## config.mk

```make
export PLATFORM = sky130hd
export DESIGN_NAME = detection_box_grid_assigner
export DESIGN_NICKNAME = d
export VERILOG_FILES = /design/src/rtl/dbga_pkg.sv /design/src/rtl/dbga_map_unit.sv /design/src/rtl/detection_box_grid_assigner.sv
export SDC_FILE = /design/constraint.sdc
export NUM_CORES = 2
export LEC_CHECK = 0
export BUFFER_PORTS_ARGS = -buffer_cell sky130_fd_sc_hd__clkbuf_2
export CAP_MARGIN = 20
export CORE_MARGIN = 3
export CORE_UTILIZATION = 48
export CTS_CLUSTER_DIAMETER = 40
export DETAILED_ROUTE_END_ITERATION = 8
export PLACE_DENSITY_LB_ADDON = 0.2
export SETUP_SLACK_MARGIN = 0.3
export SYNTH_ARGS = -nofsm -noshare
export SYNTH_HDL_FRONTEND = slang
export SYNTH_HIERARCHICAL = 1
export SYNTH_SLANG_ARGS = --single-unit
```

## constraint.sdc

```tcl
create_clock -name clk -period 10.5 [get_ports clk]
set_input_delay 2.1 -clock clk [delete_from_list [all_inputs] [get_ports clk]]
set_output_delay 2.1 -clock clk [all_outputs]
set_load 0.1 [all_outputs]
```

## src/rtl/dbga_pkg.sv

```systemverilog
// shared types and codes for the detection box grid assigner
package dbga_pkg;

  // configuration register indexes
  localparam int CFG_IDX_W  = 3;
  localparam int CFG_DATA_W = 18;
  localparam logic [CFG_IDX_W-1:0] CFG_TRAIN_MODE  = 3'd0;
  localparam logic [CFG_IDX_W-1:0] CFG_INV_SCALE   = 3'd1;
  localparam logic [CFG_IDX_W-1:0] CFG_SHIFT_X     = 3'd2;
  localparam logic [CFG_IDX_W-1:0] CFG_SHIFT_Y     = 3'd3;
  localparam logic [CFG_IDX_W-1:0] CFG_CLASS_COUNT = 3'd4;
  localparam logic [CFG_IDX_W-1:0] CFG_LAYOUT_MODE = 3'd5;

  // result status codes
  localparam logic [2:0] ST_PLACED    = 3'd0;
  localparam logic [2:0] ST_BAD_CLASS = 3'd1;
  localparam logic [2:0] ST_OUTSIDE   = 3'd2;
  localparam logic [2:0] ST_FULL      = 3'd3;
  localparam logic [2:0] ST_CLEARED   = 3'd4;

  // one in q1.16
  localparam logic [16:0] ONE_Q16 = 17'd65536;

  typedef struct packed {
    logic        func;
    logic [7:0]  obj_class;
    logic [16:0] center_x;
    logic [16:0] center_y;
    logic [17:0] box_w;
    logic [17:0] box_h;
  } item_t;

  typedef struct packed {
    logic [2:0]  status;
    logic [2:0]  cell_row;
    logic [2:0]  cell_col;
    logic        slot;
    logic [18:0] x_value;
    logic [18:0] y_value;
    logic [16:0] w_value;
    logic [16:0] h_value;
    logic [7:0]  class_out;
  } result_t;

  typedef struct packed {
    logic               train_mode;
    logic [17:0]        inv_scale;
    logic signed [17:0] shift_x;
    logic signed [17:0] shift_y;
    logic [5:0]         class_count;
    logic               layout_mode;
  } cfg_t;

  // coordinate mapping results handed back to the sequencer
  typedef struct packed {
    logic        done;
    logic        bad_x;
    logic        bad_y;
    logic [16:0] x;
    logic [16:0] y;
    logic [16:0] w;
    logic [16:0] h;
  } map_res_t;

endpackage

```

## src/rtl/dbga_map_unit.sv

```systemverilog
// augmentation undo and size clamp over one shared multiplier, one coordinate per step
module dbga_map_unit import dbga_pkg::*; (
  input  logic     clk,
  input  logic     rst,
  input  logic     start,
  input  item_t    item,
  input  cfg_t     cfg,
  output map_res_t res
);

  localparam logic [2:0] LAST_STEP = 3'd4;

  logic              busy;
  logic [2:0]        cnt;
  logic signed [19:0] tx;
  logic signed [19:0] ty;
  logic signed [19:0] op;
  logic signed [38:0] prod;
  logic [16:0]       c_orig;
  logic signed [39:0] n;
  logic signed [39:0] nr;
  logic              c_bad;
  logic [16:0]       c_val;
  logic [17:0]       s_orig;
  logic signed [38:0] sr;
  logic [21:0]       s_raw;
  logic [16:0]       s_val;
  logic              bad_x;
  logic              bad_y;
  logic [16:0]       x_q;
  logic [16:0]       y_q;
  logic [16:0]       w_q;
  logic [16:0]       h_q;

  // centered and shifted coordinates: 2c - 1 - shift
  assign tx = $signed({2'b00, item.center_x, 1'b0}) - 20'sh10000 - 20'($signed(cfg.shift_x));
  assign ty = $signed({2'b00, item.center_y, 1'b0}) - 20'sh10000 - 20'($signed(cfg.shift_y));

  // operand for the current step
  always_comb begin
    case (cnt[1:0])
      2'd0:    op = tx;
      2'd1:    op = ty;
      2'd2:    op = $signed({2'b00, item.box_w});
      default: op = $signed({2'b00, item.box_h});
    endcase
  end

  // center post-processing: range check and round to nearest
  always_comb begin
    c_orig = (cnt == 3'd1) ? item.center_x : item.center_y;
    n      = 40'(prod) + 40'sh1_0000_0000;
    nr     = n + 40'sh1_0000;
    if (cfg.train_mode) begin
      c_bad = n[39] || (n > 40'sh2_0000_0000);
      c_val = nr[33:17];
    end else begin
      c_bad = c_orig > ONE_Q16;
      c_val = c_orig;
    end
  end

  // size post-processing: round and clamp to one
  always_comb begin
    s_orig = (cnt == 3'd3) ? item.box_w : item.box_h;
    sr     = prod + 39'sh8000;
    s_raw  = cfg.train_mode ? 22'(sr[37:16]) : {4'b0000, s_orig};
    s_val  = (s_raw > 22'd65536) ? ONE_Q16 : s_raw[16:0];
  end

  // step counter
  always_ff @(posedge clk) begin
    if (rst) begin
      busy <= 1'b0;
      cnt  <= '0;
    end else if (start) begin
      busy <= 1'b1;
      cnt  <= '0;
    end else if (busy) begin
      cnt <= cnt + 3'd1;
      if (cnt == LAST_STEP) begin
        busy <= 1'b0;
      end
    end
  end

  // multiply then post-process the previous step's product
  always_ff @(posedge clk) begin
    if (busy) begin
      if (cnt != LAST_STEP) begin
        prod <= op * $signed({1'b0, cfg.inv_scale});
      end
      case (cnt)
        3'd1: begin
          bad_x <= c_bad;
          x_q   <= c_val;
        end
        3'd2: begin
          bad_y <= c_bad;
          y_q   <= c_val;
        end
        3'd3:    w_q <= s_val;
        3'd4:    h_q <= s_val;
        default: ;
      endcase
    end
  end

  assign res.done  = busy && (cnt == LAST_STEP);
  assign res.bad_x = bad_x;
  assign res.bad_y = bad_y;
  assign res.x     = x_q;
  assign res.y     = y_q;
  assign res.w     = w_q;
  assign res.h     = h_q;

endmodule

```

## src/rtl/detection_box_grid_assigner.sv

```systemverilog
// top level: yolo style grid cell assignment with occupancy memory
//
// Usage: one labelled box or one clear command is taken per item beat on
// item_valid/item_ready; each item gives exactly one result beat on
// result_valid/result_ready. Registers are written on cfg_valid/cfg_ready
// (always ready) with cfg_index selecting the register; write them only while
// the block is idle.
// A place item runs from accept to the next accept through five steps of the
// shared coordinate multiplier, grid scaling, occupancy read, occupancy
// write, then the result register. A rejected box skips the occupancy write.
// A clear item sweeps all GRID_CELLS*GRID_CELLS cells of the occupancy
// memory (49 by default), one cell per cycle, and then gives its result.
// After reset the same sweep runs once before the first item is taken;
// configuration returns to its reset values at once.
// The result sits in an output register; while the receiver stalls the next
// item is still taken and worked on, and it waits before the output register
// until that register is free.
module detection_box_grid_assigner import dbga_pkg::*; #(
  parameter int GRID_CELLS     = 7,
  parameter int SLOTS_PER_CELL = 2,
  parameter int MAX_CLASSES    = 32
) (
  input  logic                  clk,
  input  logic                  rst,
  input  logic                  item_valid,
  output logic                  item_ready,
  input  item_t                 item,
  output logic                  result_valid,
  input  logic                  result_ready,
  output result_t               result,
  input  logic                  cfg_valid,
  output logic                  cfg_ready,
  input  logic [CFG_IDX_W-1:0]  cfg_index,
  input  logic [CFG_DATA_W-1:0] cfg_data
);

  localparam int DEPTH  = GRID_CELLS * GRID_CELLS;
  localparam int ADDR_W = $clog2(DEPTH);
  localparam int COL_W  = $clog2(GRID_CELLS);
  localparam int SW     = 17 + COL_W;
  localparam int CR_W   = SW - 16;
  localparam int SLOT_W = (SLOTS_PER_CELL > 1) ? $clog2(SLOTS_PER_CELL) : 1;
  localparam logic [ADDR_W-1:0] LAST_ADDR   = ADDR_W'(DEPTH - 1);
  localparam logic [CR_W-1:0]   COL_MAX     = CR_W'(GRID_CELLS - 1);
  localparam logic [8:0]        CLASS_LIMIT = 9'(MAX_CLASSES);

  localparam logic [2:0] S_SWEEP = 3'd0;
  localparam logic [2:0] S_IDLE  = 3'd1;
  localparam logic [2:0] S_MAP   = 3'd2;
  localparam logic [2:0] S_SCALE = 3'd3;
  localparam logic [2:0] S_READ  = 3'd4;
  localparam logic [2:0] S_WRITE = 3'd5;
  localparam logic [2:0] S_DONE  = 3'd6;

  logic [2:0]                state;
  logic [ADDR_W-1:0]         sweep_cnt;
  logic                      clr_pend;
  cfg_t                      cfg;
  item_t                     item_q;
  result_t                   res_q;
  map_res_t                  map_res;
  logic                      map_start;
  logic                      accept;

  logic [SW-1:0]             sx_next;
  logic [SW-1:0]             sy_next;
  logic [CR_W-1:0]           col_raw;
  logic [CR_W-1:0]           row_raw;
  logic [COL_W-1:0]          col_next;
  logic [COL_W-1:0]          row_next;
  logic [8:0]                class_lim;
  logic                      class_bad_next;

  logic [SW-1:0]             sx;
  logic [SW-1:0]             sy;
  logic [COL_W-1:0]          col;
  logic [COL_W-1:0]          row;
  logic                      class_bad;
  logic [ADDR_W-1:0]         addr_calc;
  logic [ADDR_W-1:0]         addr;
  logic                      reject;

  logic [SLOTS_PER_CELL-1:0] occ_mem [DEPTH];
  logic [SLOTS_PER_CELL-1:0] rd_occ;
  logic [SLOTS_PER_CELL-1:0] occ_new;
  logic                      placed;
  logic [SLOT_W-1:0]         slot_k;
  logic                      mem_we;
  logic [ADDR_W-1:0]         mem_waddr;
  logic [SLOTS_PER_CELL-1:0] mem_wdata;

  result_t                   res_clear;
  result_t                   res_reject;
  result_t                   res_write;

  assign item_ready = (state == S_IDLE);
  assign cfg_ready  = 1'b1;
  assign accept     = item_valid && item_ready;
  assign map_start  = accept && !item.func;

  dbga_map_unit u_map (
    .clk   (clk),
    .rst   (rst),
    .start (map_start),
    .item  (item_q),
    .cfg   (cfg),
    .res   (map_res)
  );

  // grid scaling and cell pick
  always_comb begin
    sx_next  = SW'(map_res.x) * SW'(GRID_CELLS);
    sy_next  = SW'(map_res.y) * SW'(GRID_CELLS);
    col_raw  = sx_next[SW-1:16];
    row_raw  = sy_next[SW-1:16];
    col_next = (col_raw > COL_MAX) ? COL_W'(GRID_CELLS - 1) : col_raw[COL_W-1:0];
    row_next = (row_raw > COL_MAX) ? COL_W'(GRID_CELLS - 1) : row_raw[COL_W-1:0];
  end

  // class range check against the smaller of register and ceiling
  always_comb begin
    class_lim      = (9'(cfg.class_count) > CLASS_LIMIT) ? CLASS_LIMIT : 9'(cfg.class_count);
    class_bad_next = {1'b0, item_q.obj_class} >= class_lim;
  end

  assign addr_calc = ADDR_W'(row) * ADDR_W'(GRID_CELLS) + ADDR_W'(col);
  assign reject    = class_bad || map_res.bad_x || map_res.bad_y;

  // free slot search on the read-back occupancy
  always_comb begin
    placed  = 1'b0;
    slot_k  = '0;
    occ_new = rd_occ;
    if (!cfg.layout_mode) begin
      if (!rd_occ[0]) begin
        placed     = 1'b1;
        occ_new[0] = 1'b1;
      end
    end else begin
      for (int k = 0; k < SLOTS_PER_CELL; k++) begin
        if (!placed && !rd_occ[k]) begin
          placed     = 1'b1;
          occ_new[k] = 1'b1;
          slot_k     = SLOT_W'(k);
        end
      end
    end
  end

  // result candidates
  always_comb begin
    res_clear        = '0;
    res_clear.status = ST_CLEARED;

    res_reject           = '0;
    res_reject.status    = class_bad ? ST_BAD_CLASS : ST_OUTSIDE;
    res_reject.class_out = item_q.obj_class;

    res_write           = '0;
    res_write.status    = placed ? ST_PLACED : ST_FULL;
    res_write.cell_row  = 3'(row);
    res_write.cell_col  = 3'(col);
    res_write.slot      = placed ? slot_k[0] : 1'b0;
    res_write.w_value   = map_res.w;
    res_write.h_value   = map_res.h;
    res_write.class_out = item_q.obj_class;
    if (!cfg.layout_mode) begin
      res_write.x_value = 19'(sx);
      res_write.y_value = 19'(sy);
    end else begin
      res_write.x_value = 19'(sx - SW'({col, 16'h0000}));
      res_write.y_value = 19'(sy - SW'({row, 16'h0000}));
    end
  end

  // occupancy write port: sweep clears, place sets a bit
  always_comb begin
    mem_we    = (state == S_SWEEP) || ((state == S_WRITE) && placed);
    mem_waddr = (state == S_SWEEP) ? sweep_cnt : addr;
    mem_wdata = (state == S_SWEEP) ? '0 : occ_new;
  end

  // occupancy memory, registered read
  always_ff @(posedge clk) begin
    if (mem_we) begin
      occ_mem[mem_waddr] <= mem_wdata;
    end
    rd_occ <= occ_mem[addr_calc];
  end

  // control, configuration and output valid
  always_ff @(posedge clk) begin
    if (rst) begin
      state            <= S_SWEEP;
      sweep_cnt        <= '0;
      clr_pend         <= 1'b0;
      result_valid     <= 1'b0;
      cfg.train_mode   <= 1'b0;
      cfg.inv_scale    <= 18'd65536;
      cfg.shift_x      <= '0;
      cfg.shift_y      <= '0;
      cfg.class_count  <= 6'd20;
      cfg.layout_mode  <= 1'b1;
    end else begin
      if (cfg_valid && cfg_ready) begin
        unique case (cfg_index)
          CFG_TRAIN_MODE:  cfg.train_mode  <= cfg_data[0];
          CFG_INV_SCALE:   cfg.inv_scale   <= cfg_data;
          CFG_SHIFT_X:     cfg.shift_x     <= $signed(cfg_data);
          CFG_SHIFT_Y:     cfg.shift_y     <= $signed(cfg_data);
          CFG_CLASS_COUNT: cfg.class_count <= cfg_data[5:0];
          CFG_LAYOUT_MODE: cfg.layout_mode <= cfg_data[0];
          default: ;
        endcase
      end
      // output valid: load a finished result or drop an accepted one
      if ((state == S_DONE) && (!result_valid || result_ready)) begin
        result_valid <= 1'b1;
      end else if (result_valid && result_ready) begin
        result_valid <= 1'b0;
      end
      unique case (state)
        S_SWEEP: begin
          if (sweep_cnt == LAST_ADDR) begin
            sweep_cnt <= '0;
            clr_pend  <= 1'b0;
            state     <= clr_pend ? S_DONE : S_IDLE;
          end else begin
            sweep_cnt <= sweep_cnt + 1'b1;
          end
        end
        S_IDLE: begin
          if (accept) begin
            if (item.func) begin
              clr_pend <= 1'b1;
              state    <= S_SWEEP;
            end else begin
              state <= S_MAP;
            end
          end
        end
        S_MAP: begin
          if (map_res.done) begin
            state <= S_SCALE;
          end
        end
        S_SCALE: state <= S_READ;
        S_READ:  state <= reject ? S_DONE : S_WRITE;
        S_WRITE: state <= S_DONE;
        S_DONE: begin
          if (!result_valid || result_ready) begin
            state <= S_IDLE;
          end
        end
        default: state <= S_IDLE;
      endcase
    end
  end

  // payload registers
  always_ff @(posedge clk) begin
    if (accept) begin
      item_q <= item;
      res_q  <= res_clear;
    end
    if (state == S_SCALE) begin
      sx        <= sx_next;
      sy        <= sy_next;
      col       <= col_next;
      row       <= row_next;
      class_bad <= class_bad_next;
    end
    if (state == S_READ) begin
      addr <= addr_calc;
      if (reject) begin
        res_q <= res_reject;
      end
    end
    if (state == S_WRITE) begin
      res_q <= res_write;
    end
    if ((state == S_DONE) && (!result_valid || result_ready)) begin
      result <= res_q;
    end
  end

  // occupancy is only written by the sweep or a place
  a_mem_we_state: assert property (@(posedge clk) disable iff (rst)
    mem_we |-> (state == S_SWEEP || state == S_WRITE))
    else $error("occupancy written outside sweep or write");

  // the mapping unit finishes only while the sequencer waits for it
  a_map_done_state: assert property (@(posedge clk) disable iff (rst)
    map_res.done |-> (state == S_MAP))
    else $error("map unit done outside map state");

  // a finished result is held back, not dropped, while the output is full
  a_done_hold: assert property (@(posedge clk) disable iff (rst)
    (state == S_DONE && result_valid && !result_ready) |=> (state == S_DONE))
    else $error("pending result left while output register full");

  // after the read the item either writes or reports a rejection
  a_read_next: assert property (@(posedge clk) disable iff (rst)
    (state == S_READ) |=> (state == S_WRITE || state == S_DONE))
    else $error("bad state after occupancy read");

endmodule
```

Yosys cells after proc, flatten, opt, wreduce, memory -nomap -nowiden
Memories as Yosys holds them, arrays and structs flattened. A register that Yosys moved wholly into a read port is not among the register bits.
Cells that the tools add are included.
- bits in registers: 495
- bits in writable memories: 98
- bits of input ports: 105
- memories: 1
- $add $sub $neg: 12
- multiply operators: 4
- order comparisons: 7
- eq/ne operators: 24
- multiplexer cells: 46
- reduce and logical (&&, ||, !) cells: 35
- memories (memory ; words ; bits a word ; rd ports ; clocked after memory_dff ; write ports ; RTL line ; RTL):
    occ_mem ; 49 ; 2 ; 1 ; 1 ; 1 ; detection_box_grid_assigner.sv:83 ; logic [SLOTS_PER_CELL-1:0] occ_mem [DEPTH];
- operators by type and width (operator ; number):
    two-way mux 90 bit ; 4
    one-hot mux 20 bit (3 select lines) ; 1
    two-way mux 17 bit ; 3
    adder 39 x 34 -> 40 bit (second input constant) ; 1
    greater-than comparator 40 x 35 -> 1 bit (second input constant) ; 1
    multiplier 17 x 3 -> 20 bit (second input constant) ; 2
    subtractor 19 x 18 -> 20 bit ; 2
    multiplier 20 x 19 -> 39 bit ; 1
    adder 38 x 17 -> 38 bit (second input constant) ; 1
    two-way mux 38 bit ; 1
    subtractor 18 x 17 -> 19 bit (second input constant) ; 2
    subtractor 19 bit ; 2
    adder 34 x 18 -> 34 bit (second input constant) ; 1
    greater-than comparator 22 x 17 -> 1 bit (second input constant) ; 1
    two-way mux 22 bit ; 1
    AND reduction 2 bit ; 11
    one-hot mux 3 bit (7 select lines) ; 1
    two-way mux 1 bit ; 20
    == test 3 x 2 -> 1 bit (second input constant) ; 6
    == test 3 bit (second input constant) ; 6
    two-way mux 18 bit ; 1
    two-way mux 6 bit ; 3
    greater-than comparator 17 bit (second input constant) ; 1
    two-way mux 3 bit ; 5
    other kinds (24) ; 50

Depth between registers and ports, before layout
- depth after elaboration: 10
- gate-level depth with buffers: 34
- gate-level depth less buffers: 33

By module
Netlist, hierarchy kept.
- modules (own cells, without submodules) (module ; instances ; cells each ; area an instance (µm²) ; sequential area each (µm²)):
    dbga_map_unit ; 1 ; 2381 ; 21659.5 ; 3353.2
    detection_box_grid_assigner ; 1 ; 1411 ; 19421.1 ; 12852.3

Worst setup path before layout
OpenSTA, ideal clock, no wires.
- path kind: register to register
- start: reg item_q[53] (netlist bit)
- end: reg u_map.prod[35], data pin
- setup time: 0.258 ns
- data arrival time: 7.903 ns
- required time: 10.242 ns
- path slack: 2.339 ns
- cell stages (with the launch flop): 34
- path buffers: 1
- period minus slack after synthesis: 8.161 ns
- cells stage by stage: edfxtp_1 -> inv_1 -> fa_1 -> nor2b_1 -> o21ai_1 -> a311oi_1 -> a31oi_1 -> o21a_1 -> xnor2_1 -> a221oi_1 -> o21ai_1 -> clkbuf_1 -> nand3_1 -> fa_1 -> inv_1 -> fa_1 -> inv_1 -> fa_1 -> inv_1 -> fa_1 -> inv_1 -> fa_1 -> fa_1 -> inv_1 -> ha_1 -> a21oi_1 -> o21ai_0 -> a22oi_1 -> a21oi_1 -> o31ai_1 -> o22ai_1 -> a21o_1 -> a21oi_1 -> xnor2_1
- word-level cells in the longest chain between the ends: 4
- ends and longest elaborated chain (element ; RTL line ; RTL):
    from (decl) ; detection_box_grid_assigner.sv:59 ; item_t item_q;
    from (signal assigned) ; detection_box_grid_assigner.sv:263 ; item_q <= item;
    subtractor 18 x 17 -> 19 bit ; dbga_map_unit.sv:36 ; assign tx = $signed({2'b00, item.center_x, 1'b0}) - 20'sh10000 - 20'($signed(cfg.shift_x));
    subtractor 19 x 18 -> 20 bit ; dbga_map_unit.sv:36 ;
    one-hot mux 20 bit (3 select lines) ; dbga_map_unit.sv:41 ; case (cnt[1:0])
    multiplier 20 x 19 -> 39 bit ; dbga_map_unit.sv:91 ; prod <= op * $signed({1'b0, cfg.inv_scale});
    to (signal assigned) ; dbga_map_unit.sv:91 ;
    to (decl) ; dbga_map_unit.sv:18 ; logic signed [38:0] prod;
Every way passes these cells.
A chain may end at the register's enable or synchronous reset.

Final worst setup path
- start: reg item_q[53] (netlist bit)
- end: reg u_map.prod[37], data pin
Same word-level chain as after synthesis.

==> flow_summary.yaml <==
sta:
  worst_pin_slew_ps: 1180
  finalHoldViolations: 0
  period_needed_ps: 9530
  fmax_mhz: 105
  period_share: 0.908
  rsz0062_at_grt: "false"
  finalSetupViolCount: 0
  fin_setup_tns_ps: 0
  maxSlewViolCount: 0
  fin_skew_ps: 21.7
  max-slew-margin-rel: 0.210
yosys:
  yosys_warnings: 6
  postSynthCellCount: 3791
  syn_area_mm2: 0.0411
  syn_nets: 4513
  syn_avg_cell_area_um2: 10.8
cells_and_area:
  mostFrequentLayoutCell: "inv_1"
  syn_to_final_growth_pct: 11.8
  seqCellArea_mm2: 0.0162
  drive_gt1_frac: 0.112
  multi_input_area_mm2: 0.0221
  final_cell_mix: "561 x inv_1, 426 x edfxtp_1, 402 x fa_1, 367 x nand2_1, 215 x ha_1"
  fillCellCount: 7399
  nets: 4666
clock_tree:
  numClockSinks: 595
  cts_buffers: 78
  clk_latency_ps: 620
  cts-resized-gates: 0
  clk_pin_slew_worst_paths_ps: 60
  cts_max_level: 3
  clk_path_buf_depth: 3
  ctsHoldBuffers: 0
  cts_tree: "yes"
  postCtsSetupBuffers: 0
  clock-root-buffer: "clkbuf_16"
routing:
  vias: 28500
  wire_per_inst_um: 21.1
  drc_errors: 0
  dr.pass1.iters: 6
  wl_um: 108000
  first_iter_violations: 2636
  drtAntennaViolNets: 0
  viasPerCell: 5.54
critical_path:
  r2r_slack_ps: 970
  endpoint_kind: "flip-flop"
  slowest_delay_ps: 660
  path_class: "reg2reg"
  critPathMaxFanout: 18
  cp.arrival_ps: 9900
  required_ps: 10870
  cp_common_cell: "fa_1"
  crit_path_top_delay_cell: "a311oi_1"
  startpoint_type: "flip-flop"
grt:
  first_global_vias: 28900
  grt_util_met1: 0.335
  met2_usage: 0.391
  top_usage_layer: "met2"
  met3_usage: 0.0510
  track_usage: 0.246
  grt_pass1_wl_um: 169000
  grt_max_degree: 75
  antenna_found_initial: 6
  overflow: 0
die:
  die_x_um: 298
  die_area_mm2: 0.0891
  start_util: 0.487
  coreArea_mm2: 0.0842
  io_pins: 198
  die_h_um: 298
  placementRows: 106
power_and_ir_drop:
  ir_drop_uv: 140
  power_density_mw_per_mm2: 182
  total_power_mw: 8.37
  p_leak_nw: 19.2
place:
  gp_congestion: 0.951
  hpwl_um: 82000
  io_buffers: 196
status:
  status: "finished clean"
hold_path:
  hp-class: "reg2reg"
flow_run:
  maxCapViolCount: 0
[path summary, 6_finish.rpt]
path / endpoint / cells past startpoint / startpoint
worst max-delay path: u_map/prod[37] / 31 / item_q[53]
worst min-delay path: result[59] / 0 / res_q[59]
worst max register to register: u_map/prod[37] / 31 / item_q[53]
worst min register to register: result[59] / 0 / res_q[59]
[stage by stage]
stage	worst slack [ps]	hold WS (ps)	cells	area, um2	util
floorplan	2340	408	3791	41100	-
global placement	1220	413	4996	43100	0.512
detailed placement	1040	417	4996	43100	0.512
CTS	1040	428	5142	45800	0.544
global route	497	430	5144	45900	0.545
finish	967	430	5148	45900	0.545
[registers in the layout, summed over array words and instances, names as in the netlist, 2 cells and up]
signal      cells
state           3
result         90
occ_mem        98
addr            6
u_map/prod     39
u_map/w_q      17
rd_occ          2
u_map/h_q      17
sweep_cnt       6
sy             19
row             3
u_map/y_q      17
item_q         78
sx             19
col             3
u_map/cnt       3
cfg            62
res_q          90
u_map/x_q      17
[area by class of cell]
cell class | count | area share
Clock buffer | 86 | 0.0443
Inverter | 565 | 0.0462
Clock inverter | 60 | 0.0146
Sequential cell | 595 | 0.352
Antenna cell | 4 | 0.000218
Multi-Input combinational cell | 2458 | 0.481
Timing Repair Buffer | 246 | 0.0304
Tap cell | 1134 | 0.0309
[metal layers]
| metal | wire [um] | share of wire |
|---|---|---|
| met1 | 46500 | 0.43 |
| met5 | 17 | 0.00016 |
| met2 | 49700 | 0.46 |
| met4 | 4160 | 0.038 |
| met3 | 8110 | 0.075 |
[report_power, final]
group / internal, mW / leakage, nW / switching, mW / total, mW
Clock: 1.55 / 1.30 / 1.13 / 2.68
Sequential: 2.98 / 5.28 / 0.197 / 3.17
Combinational: 0.899 / 12.6 / 1.62 / 2.52
[critical path, delay by kind of cell, from the launching register on]
| kind | cells | cell delay, ps |
|---|---|---|
| AO/OA/AOI/OAI | 13 | 4030 |
| adder cells (fa/ha/maj) | 8 | 3760 |
| flip-flops | 1 | 440 |
| AND/OR/NAND/NOR | 3 | 390 |
| buffers and inverters | 5 | 250 |
| XOR/XNOR | 1 | 200 |
| multiplexers | 1 | 200 |
No activity file was read; power rests on OpenSTA's default activity.
